[src/rtl/core/mcs_pkg.sv]
package mcs_pkg;

   // Drive kind codes.
   localparam logic [3:0] KIND_NONE          = 4'd0;
   localparam logic [3:0] KIND_DUTY          = 4'd1;
   localparam logic [3:0] KIND_CURRENT       = 4'd2;
   localparam logic [3:0] KIND_CURRENT_REL   = 4'd3;
   localparam logic [3:0] KIND_BRAKE         = 4'd4;
   localparam logic [3:0] KIND_BRAKE_REL     = 4'd5;
   localparam logic [3:0] KIND_RPM           = 4'd6;
   localparam logic [3:0] KIND_POS           = 4'd7;
   localparam logic [3:0] KIND_HANDBRAKE     = 4'd8;
   localparam logic [3:0] KIND_HANDBRAKE_REL = 4'd9;
   localparam logic [3:0] KIND_LAST          = KIND_HANDBRAKE_REL;

   // Request operations.
   localparam logic OP_COMMAND = 1'b0;
   localparam logic OP_REFRESH = 1'b1;

   // Response status codes.
   localparam logic [1:0] STATUS_SENT     = 2'd0;
   localparam logic [1:0] STATUS_DISABLED = 2'd1;
   localparam logic [1:0] STATUS_WRONG    = 2'd2;
   localparam logic [1:0] STATUS_NOTHING  = 2'd3;

   // Configuration register indexes.
   localparam logic [3:0] CSR_ENABLED        = 4'd0;
   localparam logic [3:0] CSR_PRIMARY_MODE   = 4'd1;
   localparam logic [3:0] CSR_REVERSE        = 4'd2;
   localparam logic [3:0] CSR_MIN_RPM        = 4'd3;
   localparam logic [3:0] CSR_MAX_RPM        = 4'd4;
   localparam logic [3:0] CSR_ACCEL_LIMIT_ON = 4'd5;
   localparam logic [3:0] CSR_MAX_RPM_PER_MS = 4'd6;
   localparam logic [3:0] CSR_POLE_PAIRS     = 4'd7;

   // Plus and minus one in Q15.16.
   localparam logic signed [31:0] ONE_Q16     = 32'sh0001_0000;
   localparam logic signed [31:0] NEG_ONE_Q16 = -32'sh0001_0000;

   typedef struct packed {
      logic               op;
      logic [3:0]         drive_kind;
      logic signed [31:0] drive_value;
      logic [31:0]        now_ms;
   } req_type;

   typedef struct packed {
      logic [1:0]         status;
      logic [3:0]         cmd_kind;
      logic signed [47:0] cmd_value;
   } rsp_type;

   typedef struct packed {
      logic        enabled;
      logic [3:0]  primary_mode;
      logic        reverse;
      logic [14:0] min_rpm;
      logic [14:0] max_rpm;
      logic        accel_limit_on;
      logic [31:0] max_rpm_per_ms;
      logic [15:0] pole_pairs;
   } cfg_type;

   // Step strobes from the controller to the datapath.
   typedef struct packed {
      logic capture;
      logic eval;
      logic dead;
      logic slew;
      logic scale;
      logic fin;
   } dp_cmd_type;

   // Decision of the evaluation step, read by the controller.
   typedef struct packed {
      logic sent;
      logic shape;
   } dp_status_type;

endpackage

[src/rtl/core/mcs_csr.sv]
module mcs_csr (
   input  logic             clock,
   input  logic             reset,
   input  logic             csr_valid,
   output logic             csr_ready,
   input  logic [3:0]       csr_index,
   input  logic [31:0]      csr_wdata,
   output mcs_pkg::cfg_type cfg
);

   mcs_pkg::cfg_type cfg_ff;

   assign csr_ready = 1'b1;
   assign cfg       = cfg_ff;

   always_ff @(posedge clock) begin
      if (reset) begin
         cfg_ff.enabled        <= 1'b1;
         cfg_ff.primary_mode   <= mcs_pkg::KIND_RPM;
         cfg_ff.reverse        <= 1'b0;
         cfg_ff.min_rpm        <= 15'd0;
         cfg_ff.max_rpm        <= 15'd12000;
         cfg_ff.accel_limit_on <= 1'b0;
         cfg_ff.max_rpm_per_ms <= 32'd0;
         cfg_ff.pole_pairs     <= 16'd128;
      end else if (csr_valid && csr_ready) begin
         case (csr_index)
            mcs_pkg::CSR_ENABLED:        cfg_ff.enabled        <= csr_wdata[0];
            mcs_pkg::CSR_PRIMARY_MODE:   cfg_ff.primary_mode   <= csr_wdata[3:0];
            mcs_pkg::CSR_REVERSE:        cfg_ff.reverse        <= csr_wdata[0];
            mcs_pkg::CSR_MIN_RPM:        cfg_ff.min_rpm        <= csr_wdata[14:0];
            mcs_pkg::CSR_MAX_RPM:        cfg_ff.max_rpm        <= csr_wdata[14:0];
            mcs_pkg::CSR_ACCEL_LIMIT_ON: cfg_ff.accel_limit_on <= csr_wdata[0];
            mcs_pkg::CSR_MAX_RPM_PER_MS: cfg_ff.max_rpm_per_ms <= csr_wdata;
            mcs_pkg::CSR_POLE_PAIRS:     cfg_ff.pole_pairs     <= csr_wdata[15:0];
            default: ;
         endcase
      end
   end

endmodule

[config.mk]
export PLATFORM = sky130hd
export DESIGN_NAME = mcs_csr
export DESIGN_NICKNAME = d
export VERILOG_FILES = /design/src/rtl/core/mcs_pkg.sv /design/src/rtl/core/mcs_csr.sv
export SDC_FILE = /design/constraint.sdc
export NUM_CORES = 1
export LEC_CHECK = 0
export BUFFER_PORTS_ARGS = -buffer_cell sky130_fd_sc_hd__buf_2
export CAP_MARGIN = 20
export CORE_UTILIZATION = 35
export CTS_CLUSTER_SIZE = 16
export DETAILED_ROUTE_END_ITERATION = 8
export SYNTH_ARGS = -nofsm -noshare
export SYNTH_HDL_FRONTEND = slang
export SYNTH_SLANG_ARGS = --single-unit
[constraint.sdc]
create_clock -name clock -period 1.4 [get_ports clock]
set_input_delay 0.35 -clock clock [delete_from_list [all_inputs] [get_ports clock]]
set_output_delay 0.35 -clock clock [all_outputs]
set_load 0.02 [all_outputs]
==> impl_metrics.tcl <==
set metrics [dict create \
    synth.avg_cell_area_um2 10.6 \
    critPathMaxFanout 2 \
    core_area_um2 9860 \
    drv_cap 0 \
    grt_use_met3 0.0571 \
    ioPinCount 125 \
    rrSetupSlack_ns 0.78 \
    grtUsageMet2 0.244 \
    crit_slowest_cell "dfxtp_1" \
    clkSinkCount 85 \
    rr_worst_depth 2 \
    initial_core_util 0.365 \
    hp-start "csr_wdata[25]" \
    num_rows 36 \
    clkLatencyLatePin_ns 0.34 \
    drt-initial-drc-count 68 \
    drt.antenna.violating_nets 0 \
    layout-drive-gt1-share 0.342 \
    min_to "cfg[41]$_SDFFE_PP0P_" \
    cts_buffers 9 \
    endpoint_kind "primary output" \
    firstDrtPassIters 4 \
    drc 0 \
    syn-num-nets 378 \
    cts.reportedPaths.clkPinSlew_ns 0.08 \
    grt_max_degree 59 \
    r2r-start "cfg[54]$_SDFFE_PP1P_" \
    hold_depth 3 \
    hp-class "in -> reg" \
    cts-resized-gates 0 \
    fin_tns_setup_ns 0 \
    whs_ns 0.245 \
    drt_wl_total_mm 8.14 \
    grt_pass1_wl_mm 12.4 \
    drt-vias-per-instance 4.39 \
    htree_levels 3 \
    fin_worst_skew_ns 0 \
    fin_nets 502 \
    num_vias 2638 \
    slew_violations 0 \
    num-fill-cells 939 \
    finalPower_w 0.00460 \
    cts_tree "done" \
    cp.required_ns 1.05 \
    port_buffers 123 \
    netlist_top_cells_count "nand2b_1, dfxtp_1, mux2i_1" \
    yosysSeqAreaShare 0.473 \
    synth_area_um2 3600 \
    area_growth_pct 27.6 \
    path_buf_inv 1 \
    critPathLaunchType "register" \
    wire_per_inst_um 13.5 \
    synth_cell_types 24 \
    r2r-end "cfg[54]$_SDFFE_PP1P_" \
    grt_pass1_vias 2458 \
    grt_overflow_total 0 \
    final.period_utilization 0.880 \
    arrival_ns 0.88 \
    cts.hold.buffers_added 0 \
    fin_crit_ns 1.23 \
    die_w_um 103 \
    n_antenna_cell 0 \
    clock-root-buffer "clkbuf_8" \
    grt.busiest_layer "met2" \
    p_per_area_nw_per_um2 1000 \
    path_depth 1 \
    yosys.area.top_type_share 0.473 \
    rsz0062_at_grt "no" \
    synthTopCellsByArea "dfxtp_1, mux2i_1, nand2b_1" \
    cts.path.max_buffers 2 \
    cp_cell_sequence "buf_2" \
    utilization 0.466 \
    cpPeakStageDelay_ns 0.36 \
    die_area_um2 10700 \
    place.gp.congestion 0.680 \
    grt_use_total 0.154 \
    synth_edf_count 0 \
    status "completed" \
    timing.fmax_mhz 811 \
    path_delay_family "flip-flops" \
    async_reset_ff_frac 0 \
    ir_worst_vdd_v 0.000637 \
    synth.most_common_cell "nand2b_1" \
    die_h_um 103 \
    crit_type "reg -> out" \
    dp_hpwl_mm 5.85 \
    ys.flop_type "dfxtp_1" \
    setup_violations 0 \
    ys_warn_count 0 \
    leakage_nw 2.26 \
    largest_reg_flops 85 \
    cts_setup_buffers 0 \
    antenna_found_initial 0 \
    yosys_register_bits 85 \
    yosysTopAreaCell "dfxtp_1" \
    hold_viol_final 0 \
    netlist_instances 339 \
    gr-usage-met1 0.193 \
]
-- layer usage --
metal | vias up | share of wire
met1 | 1193 | 0.48
met2 | 79 | 0.44
met5 | - | 0
li1 | 1358 | -
met4 | 0 | 0.011
met3 | 8 | 0.068
-- tightest hold or removal path, stage by stage --
cell	delay, ns
buf_2	0.09
nand2b_1	0.05
mux2i_1	0.06
-- metrics by stage --
step | std cells | worst slack (ns) | cell area (µm²)
after floorplan | 339 | -0.0297 | 3610
after global placement | 585 | -0.0627 | 4390
after detailed placement | 585 | -0.105 | 4390
after CTS | 601 | 0.142 | 4590
after global routing | 601 | 0.106 | 4590
final | 601 | 0.167 | 4590
-- cell families after synthesis --
group,after synthesis,share of synthesized area
multiplexers,85,0.236
other,1,0.00104
AND/OR/NAND/NOR,142,0.240
flip-flops,85,0.473
buffers and inverters,26,0.0497
-- worst max path at each step --
stage                              start              endpoint  slack [ns]
floorplan                   csr_index[3]  cfg[30]$_SDFFE_PP0P_       -0.03
global placement            csr_index[3]   cfg[4]$_SDFFE_PP0P_       -0.06
detailed placement          csr_index[3]  cfg[36]$_SDFFE_PP0P_       -0.11
CTS                 cfg[77]$_SDFFE_PP0P_               cfg[77]        0.14
global route        cfg[14]$_SDFFE_PP0P_               cfg[14]        0.11
finish              cfg[67]$_SDFFE_PP0P_               cfg[67]        0.17
-- area by class of cell --
cell class | instances | area, µm² | area share
repair buffers | 139 | 798 | 0.174
multi-input cells | 228 | 1730 | 0.376
flip-flops and latches | 85 | 1700 | 0.370
clock inverters | 6 | 62.6 | 0.0136
clock buffers | 10 | 138 | 0.0300
well taps | 133 | 166 | 0.0362
-- report_power, final --
part	switching, W	leakage, nW	internal [W]
Combinational	0.000203	1.46	0.000185
Clock	0.000880	0.106	0.000870
Sequential	0.0000153	0.687	0.00245
Total	0.00110	2.26	0.00350
-- placed cells by master (no fill, tap or decap), drive strengths merged --
cell and instances:
clkinv 5, and4b 1, or3 1, mux2i 85
or3b 2, nor2 23, nand4b 1, dfxtp 85
buf 139, and2b 1, bufinv 1, and3 1
or2b 6, and3b 1, conb 1, nand3 2
nand2b 100, nand3b 1, nand4 1, nor3 1
clkbuf 10
No activity file was read; power rests on OpenSTA's default activity.
