### src/rtl/core/mcs_pkg.sv
package mcs_pkg;

   // Drive kind codes.
   localparam logic [3:0] KIND_NONE          = 4'd0;
   localparam logic [3:0] KIND_DUTY          = 4'd1;
   localparam logic [3:0] KIND_CURRENT       = 4'd2;
   localparam logic [3:0] KIND_CURRENT_REL   = 4'd3;
   localparam logic [3:0] KIND_BRAKE         = 4'd4;
   localparam logic [3:0] KIND_BRAKE_REL     = 4'd5;
   localparam logic [3:0] KIND_RPM           = 4'd6;
   localparam logic [3:0] KIND_POS           = 4'd7;
   localparam logic [3:0] KIND_HANDBRAKE     = 4'd8;
   localparam logic [3:0] KIND_HANDBRAKE_REL = 4'd9;
   localparam logic [3:0] KIND_LAST          = KIND_HANDBRAKE_REL;

   // Request operations.
   localparam logic OP_COMMAND = 1'b0;
   localparam logic OP_REFRESH = 1'b1;

   // Response status codes.
   localparam logic [1:0] STATUS_SENT     = 2'd0;
   localparam logic [1:0] STATUS_DISABLED = 2'd1;
   localparam logic [1:0] STATUS_WRONG    = 2'd2;
   localparam logic [1:0] STATUS_NOTHING  = 2'd3;

   // Configuration register indexes.
   localparam logic [3:0] CSR_ENABLED        = 4'd0;
   localparam logic [3:0] CSR_PRIMARY_MODE   = 4'd1;
   localparam logic [3:0] CSR_REVERSE        = 4'd2;
   localparam logic [3:0] CSR_MIN_RPM        = 4'd3;
   localparam logic [3:0] CSR_MAX_RPM        = 4'd4;
   localparam logic [3:0] CSR_ACCEL_LIMIT_ON = 4'd5;
   localparam logic [3:0] CSR_MAX_RPM_PER_MS = 4'd6;
   localparam logic [3:0] CSR_POLE_PAIRS     = 4'd7;

   // Plus and minus one in Q15.16.
   localparam logic signed [31:0] ONE_Q16     = 32'sh0001_0000;
   localparam logic signed [31:0] NEG_ONE_Q16 = -32'sh0001_0000;

   typedef struct packed {
      logic               op;
      logic [3:0]         drive_kind;
      logic signed [31:0] drive_value;
      logic [31:0]        now_ms;
   } req_type;

   typedef struct packed {
      logic [1:0]         status;
      logic [3:0]         cmd_kind;
      logic signed [47:0] cmd_value;
   } rsp_type;

   typedef struct packed {
      logic        enabled;
      logic [3:0]  primary_mode;
      logic        reverse;
      logic [14:0] min_rpm;
      logic [14:0] max_rpm;
      logic        accel_limit_on;
      logic [31:0] max_rpm_per_ms;
      logic [15:0] pole_pairs;
   } cfg_type;

   // Step strobes from the controller to the datapath.
   typedef struct packed {
      logic capture;
      logic eval;
      logic dead;
      logic slew;
      logic scale;
      logic fin;
   } dp_cmd_type;

   // Decision of the evaluation step, read by the controller.
   typedef struct packed {
      logic sent;
      logic shape;
   } dp_status_type;

endpackage

### src/rtl/core/mcs_ctrl.sv
module mcs_ctrl (
   input  logic                   clock,
   input  logic                   reset,
   input  logic                   req_valid,
   output logic                   req_stall,
   output logic                   rsp_valid,
   input  logic                   rsp_stall,
   input  mcs_pkg::dp_status_type dp_status,
   output mcs_pkg::dp_cmd_type    dp_cmd
);

   typedef enum logic [6:0] {
      ST_IDLE  = 7'b0000001,
      ST_EVAL  = 7'b0000010,
      ST_DEAD  = 7'b0000100,
      ST_SLEW  = 7'b0001000,
      ST_SCALE = 7'b0010000,
      ST_FIN   = 7'b0100000,
      ST_RESP  = 7'b1000000
   } state_type;

   state_type state_ff;
   state_type state_in;
   logic      take_req;

   // A new request is taken when idle, or when the held response leaves this cycle.
   assign req_stall = !((state_ff == ST_IDLE) || ((state_ff == ST_RESP) && !rsp_stall));
   assign take_req  = req_valid && !req_stall;
   assign rsp_valid = (state_ff == ST_RESP);

   always_comb begin
      dp_cmd         = '0;
      dp_cmd.capture = take_req;
      dp_cmd.eval    = (state_ff == ST_EVAL);
      dp_cmd.dead    = (state_ff == ST_DEAD);
      dp_cmd.slew    = (state_ff == ST_SLEW);
      dp_cmd.scale   = (state_ff == ST_SCALE);
      dp_cmd.fin     = (state_ff == ST_FIN);
   end

   always_comb begin
      state_in = state_ff;
      case (state_ff)
         ST_IDLE: begin
            if (take_req) state_in = ST_EVAL;
         end
         ST_EVAL: begin
            if (dp_status.sent && dp_status.shape) state_in = ST_DEAD;
            else state_in = ST_RESP;
         end
         ST_DEAD:  state_in = ST_SLEW;
         ST_SLEW:  state_in = ST_SCALE;
         ST_SCALE: state_in = ST_FIN;
         ST_FIN:   state_in = ST_RESP;
         ST_RESP: begin
            if (!rsp_stall) state_in = take_req ? ST_EVAL : ST_IDLE;
         end
         default:  state_in = ST_IDLE;
      endcase
   end

   always_ff @(posedge clock) begin
      if (reset) begin
         state_ff <= ST_IDLE;
      end else begin
         state_ff <= state_in;
      end
   end

endmodule

### config.mk
export PLATFORM = sky130hd
export DESIGN_NAME = mcs_ctrl
export DESIGN_NICKNAME = d
export VERILOG_FILES = /design/src/rtl/core/mcs_pkg.sv /design/src/rtl/core/mcs_ctrl.sv
export SDC_FILE = /design/constraint.sdc
export NUM_CORES = 1
export LEC_CHECK = 0
export ABC_AREA = 0
export BUFFER_PORTS_ARGS = -buffer_cell sky130_fd_sc_hd__clkbuf_2
export CORE_AREA = 2 2 39 41
export CTS_CLUSTER_DIAMETER = 200
export DETAILED_ROUTE_END_ITERATION = 10
export DIE_AREA = 0 0 41 43
export SLEW_MARGIN = 30
export SYNTH_ARGS = -nofsm -noshare
export SYNTH_HDL_FRONTEND = slang
export SYNTH_SLANG_ARGS = --single-unit
export TNS_END_PERCENT = 100
### constraint.sdc
create_clock -name clock -period 1.55 [get_ports clock]
set_input_delay 0.0775 -clock clock [delete_from_list [all_inputs] [get_ports clock]]
set_output_delay 0.0775 -clock clock [all_outputs]
set_load 0.05 [all_outputs]
==> impl_metrics.ini, run 1 <==
[status]
status = finished with violations
violations = negative setup slack

[setup_path]
slowest_stage = or4_4
start_kind = register
cp-end-kind = primary output
crit_chain = or4_4 -> buf_4 -> nor4_4 -> clkbuf_8
r2r_start = state_ff[6]$_SDFFE_PP0P_
crit_fanout = 5
timing.rr.end = state_ff[0]$_SDFFE_PP1P_
path_class = register to primary output
r2r_slack_ns = -0.16
slowest_delay_ns = 0.59
rr_worst_depth = 5
worstPathRequired_ns = 1.47
worst-path-stages = 4
crit_start = state_ff[6]$_SDFFE_PP0P_
crit_family = simple AND/OR/NAND/NOR gates
cp-endpoint = dp_cmd[0]
worstPathArrival_ns = 1.74
cp.buffers_inverters = 2

[floorplan]
dieArea_mm2 = 0.00176
io_pins = 14
start_util_pct = 32.7
fp.coreArea_mm2 = 0.00138
fp.dieH_um = 43
rows = 14
die_x_um = 41

[sta]
finalCritPeriodShare_pct = 117
fmax_mhz = 550
hold_viol = 0
grt_setup_unrepaired = yes
skew_ns = 0.00634
period_needed_ns = 1.82
relSlewSlack_pct = 80.1
fin_ws_ns = -0.267
worst_pin_slew_ns = 0.297
hold_ws_ns = 0.0755
final-max-slew-violation-count = 0
setup_viol_count_final = 7

[cts]
htreeDepth = 1
cts.hold.buffers_added = 0
cts_buffers = 3
clock-sinks = 7
cts-root-buf = clkbuf_4
clk_pin_slew_worst_paths_ns = 0.05
cts_max_path_buffers = 2
cts_tree = yes
clk_latency_ns = 0.25

[routing]
ant_nets = 0
wl_um = 1400
via_count = 543
viasPerCell = 5.32
drt-initial-drc-count = 23
firstDrtPassIters = 4
drt-wirelength-per-cell_um = 13.7
drc = 0

[synth]
synth_cell_type_count = 28
synth-simple-area-share_pct = 42.8
yosysTopAreaCell = dfxtp_1
synth_top_family_by_area = simple AND/OR/NAND/NOR gates
synth_xor_xnor_area_share_pct = 0
synth-adder-area-share_pct = 2.21
synth-seq-cells = 7
synth_top_cell_area_share_pct = 30.9
synthMuxAreaShare_pct = 0
netlist_area_um2 = 453
synth_area_per_cell_um2 = 8.09
synth_fp_nets = 62
synth-compound-area-share_pct = 14.6
synth-seq-area-share_pct = 30.9
syn_inst = 56
synthTopCellsByArea = dfxtp_1, nor3_1, nor2_1
ys_warn_count = 0

[placement]
globalplace.congestion = 0.835
io_buffers = 13
hpwl_um = 983
place_inst = 95

[grt]
gr-total-overflow = 0
antenna_found_initial = 0
grt_use_total_pct = 18.8
grt_max_degree = 8
grt_pass1_vias = 503
grt_pass1_wl_um = 2170

[pwr]
p_int_uw = 365
clkPwrFrac_pct = 30.4
pwr-share-seq_pct = 37.4
leakagePower_nw = 0.375
p_sw_share_pct = 30.9
p_per_area_mw_per_mm2 = 646
ir_drop_mv = 0.361
combPwrFrac_pct = 32.1
p_sw_uw = 164

[finish]
fin_nets = 93
syn2layout_area_growth_pct = 80.7
final_cell_mix = buf_4, nor2_1
regMostFlops = state_ff
drive_gt1_share_pct = 57.0
reg_top3 = state_ff x7
largest_reg_flops = 7
layoutNonFillerInstCount = 102
final_common_cell = buf_4
diodes = 0

[run]
maxCapViolations = 0

[min_path]
hp-class = input port to register
[synth_stat cells]
cell / n
a211o_1: 1
a21oi_1: 3
o21ai_0: 2
nor4_1: 1
nor3b_1: 2
nand3b_1: 2
dfxtp_1: 7
or4_4: 1
a211oi_1: 1
clkbuf_2: 1
inv_1: 5
or3_1: 1
nand3_1: 1
nand2b_1: 2
buf_4: 1
buf_6: 1
nor4_4: 1
a31oi_1: 1
a32oi_1: 1
maj3_1: 1
nand2_1: 1
and4_2: 1
or3_2: 1
nor2_1: 7
nand4b_1: 2
a211o_2: 1
nor3_1: 6
nor2b_1: 1
[routing by layer]
layer	GRT usage, %	routed length [um]	share of wire, %
met5	0	0	0
met4	18.0	57	4.1
met3	0	79	5.6
met2	26.3	699	50
met1	24.7	565	40
[cells by family (layout without fill, tap and decap cells)]
| kind of cell | after synthesis | count (layout) |
|---|---|---|
| AO/OA/AOI/OAI | 10 | 10 |
| adder cells (fa/ha/maj) | 1 | 1 |
| buffers and inverters | 8 | 38 |
| flip-flops | 7 | 7 |
| AND/OR/NAND/NOR | 30 | 30 |
[per-stage QoR]
step                      total power [mW]  area [um2]  utilization (%)  setup WS (ns)  setup TNS [ns]
after detailed placement             0.329         636             45.9        -0.0885          -0.302
after floorplan                      0.285         462                -         -0.513           -2.09
after global placement               0.327         636             45.9        -0.0775          -0.204
final                                0.529         818             59.1         -0.267           -1.20
after global routing                 0.550         818             59.1         -0.337           -1.74
after CTS                            0.525         778             56.2         -0.240          -0.851
[timing repair]
item | 4_1_cts | 5_1_grt
pin swaps | 7 | 5
endpoints found under the hold margin | 0 | 0
setup endpoints to repair | 10 | 13
setup buffers | 1 | 3
resized for setup | 24 | 6
[power by group through the flow]
| stage | combinational, mW | clock, mW | sequential, mW |
|---|---|---|---|
| after floorplan | 0.0870 | 0 | 0.198 |
| after global placement | 0.128 | 0 | 0.200 |
| after detailed placement | 0.129 | 0 | 0.200 |
| after CTS | 0.160 | 0.168 | 0.197 |
| after global routing | 0.178 | 0.174 | 0.198 |
| final | 0.170 | 0.161 | 0.198 |
[cell type report]
class,count,area (um2)
Clock buffer,4,26.3
Multi-Input combinational cell,41,335
Sequential cell,7,143
Timing Repair Buffer,29,275
Tap cell,16,20.0
Fill cell,116,566
Inverter,5,18.8
[how the worst min path moves through the flow]
| stage | endpoint | start | slack, ns | cells past startpoint |
|---|---|---|---|---|
| 3_3_place_gp | state_ff[2]$_SDFFE_PP0P_ | dp_status[0] | 0.33 | 3 |
| 5_1_grt | state_ff[6]$_SDFFE_PP0P_ | reset | 0.08 | 2 |
| 3_5_place_dp | state_ff[6]$_SDFFE_PP0P_ | reset | 0.33 | 2 |
| 6_report | state_ff[6]$_SDFFE_PP0P_ | reset | 0.08 | 2 |
| 2_1_floorplan | state_ff[6]$_SDFFE_PP0P_ | reset | 0.15 | 1 |
| 4_1_cts | state_ff[6]$_SDFFE_PP0P_ | reset | 0.06 | 2 |
Note: power is estimated with default switching activity, not from simulation.
==> run 2, diff against run 1 <==
- RECOVER_POWER: unset -> 100
==> run 2 against run 1 <==
Against the previous run: the flow still finishes with violations (negative setup slack); first-iteration DRC count did not move; maximum frequency stayed put; core utilization shrank 0.45 points; sequential share of layout area increased by 0.13 points; final cell count did not move; highest routed layer unchanged.
==> impl_metrics.ini, run 2 (synthesized netlist as in run 1, its figures left out) <==
[status]
status = finished with violations
violations = negative setup slack

[placement]
place_ws_ns = -0.0885
dpl_cell_area_um2 = 636
place_inst = 95
io_buffers = 13
globalplace.congestion = 0.835
hpwl_um = 983

[floorplan]
die_x_um = 41
rows = 14
io_pins = 14
start_util_pct = 32.7
fp.coreArea_mm2 = 0.00138
fp.dieH_um = 43
dieArea_mm2 = 0.00176

[grt]
antenna_found_initial = 0
grt_max_degree = 8
grt_pass1_vias = 503
gr-total-overflow = 0
grt_pass1_wl_um = 2170
grt_use_total_pct = 18.8

[cts]
clk_pin_slew_worst_paths_ns = 0.05
cts_buffers = 3
htreeDepth = 1
cts_max_path_buffers = 2
cts-root-buf = clkbuf_4
cts_tree = yes
clk_latency_ns = 0.25
clock-sinks = 7
cts.hold.buffers_added = 0

[routing]
viasPerCell = 5.32
wl_um = 1400
ant_nets = 0
firstDrtPassIters = 4
drt-wirelength-per-cell_um = 13.8
drc = 0
via_count = 543
drt-initial-drc-count = 23

[finish]
fin_nets = 93
regArea_um2 = 143
multi_input_area_um2 = 335
reg_top3 = state_ff x7
final_cell_mix = buf_4, nor2_1
drive_gt1_share_pct = 57.0
design_area_um2 = 812
largest_reg_flops = 7
regMostFlops = state_ff
syn2layout_area_growth_pct = 79.3
diodes = 0
layoutNonFillerInstCount = 102
final_common_cell = buf_4
utilization_pct = 58.7
fillCellCount = 118

[sta]
fin_ws_ns = -0.267
hold_ws_ns = 0.0755
skew_ns = 0.00634
relSlewSlack_pct = 80.1
setup_viol_count_final = 7
hold_viol = 0
final-max-slew-violation-count = 0
fin_setup_tns_ns = -1.20
period_needed_ns = 1.82
finalCritPeriodShare_pct = 117
worst_pin_slew_ns = 0.297
fmax_mhz = 550
grt_setup_unrepaired = yes

[pwr]
p_int_uw = 365
combPwrFrac_pct = 32.1
power_uw = 529
leakagePower_nw = 0.374
ir_drop_mv = 0.361
p_sw_share_pct = 30.9
p_sw_uw = 164
p_per_area_mw_per_mm2 = 651
clkPwrFrac_pct = 30.4
pwr-share-seq_pct = 37.4

[setup_path]
start_kind = register
crit_chain = or4_4 -> buf_4 -> nor4_4 -> clkbuf_8
slowest_delay_ns = 0.59
slowest_stage = or4_4
r2r_slack_ns = -0.16
rr_worst_depth = 5
worstPathArrival_ns = 1.74
path_class = register to primary output
worstPathRequired_ns = 1.47
cp.buffers_inverters = 2
crit_family = simple AND/OR/NAND/NOR gates
cp-end-kind = primary output
crit_fanout = 5
r2r_start = state_ff[6]$_SDFFE_PP0P_
timing.rr.end = state_ff[0]$_SDFFE_PP1P_

[min_path]
hp-class = input port to register
hold_end = state_ff[6]$_SDFFE_PP0P_
hold_start = reset
whs_path_depth = 2

[run]
maxCapViolations = 0
-- run 2: cell count changes in the layout (fill, tap and decap cells not counted) --
cell / delta
clkbuf_8: -1
buf_4: +1
-- run 2: what timing repair did --
action / 4_1_cts / 5_1_grt
endpoints found under the setup margin: 10 / 13
buffers inserted: 1 / 3
gates cloned: 0 / 0
pin swaps: 7 / 5
gates resized for setup: 24 / 6
-- run 2: power by group through the flow --
| stage | Sequential [mW] | Clock (mW) | Combinational, mW |
|---|---|---|---|
| after detailed placement | 0.200 | 0 | 0.129 |
| after global routing | 0.198 | 0.174 | 0.178 |
| final | 0.198 | 0.161 | 0.170 |
| after global placement | 0.200 | 0 | 0.128 |
| after floorplan | 0.198 | 0 | 0.0870 |
| after CTS | 0.197 | 0.168 | 0.160 |
-- run 2: cell type report --
type | count | area share (%)
Inverter | 5 | 2.31
Timing Repair Buffer | 29 | 33.1
Tap cell | 16 | 2.47
Multi-Input combinational cell | 41 | 41.3
Sequential cell | 7 | 17.6
Clock buffer | 4 | 3.24
-- run 2: worst max-delay path by stage --
stage          depth (start not counted)                  endpoint  slack [ns]                      from
6_report                               4                 dp_cmd[0]       -0.27  state_ff[6]$_SDFFE_PP0P_
5_1_grt                                5                 dp_cmd[5]       -0.34  state_ff[6]$_SDFFE_PP0P_
4_1_cts                                5                 dp_cmd[5]       -0.24  state_ff[4]$_SDFFE_PP0P_
3_5_place_dp                           5                 dp_cmd[5]       -0.09  state_ff[6]$_SDFFE_PP0P_
3_3_place_gp                           5                 dp_cmd[5]       -0.08  state_ff[6]$_SDFFE_PP0P_
2_1_floorplan                          5  state_ff[0]$_SDFFE_PP1P_       -0.51  state_ff[6]$_SDFFE_PP0P_
-- run 2: metal layers --
| metal | part of all wire [%] | up-vias | GRT usage (%) |
|---|---|---|---|
| met4 | 4.1 | 0 | 18.0 |
| met3 | 5.6 | 6 | 0 |
| met5 | 0 | - | 0 |
| met1 | 40 | 245 | 24.7 |
| li1 | - | 265 | - |
| met2 | 50 | 27 | 26.3 |
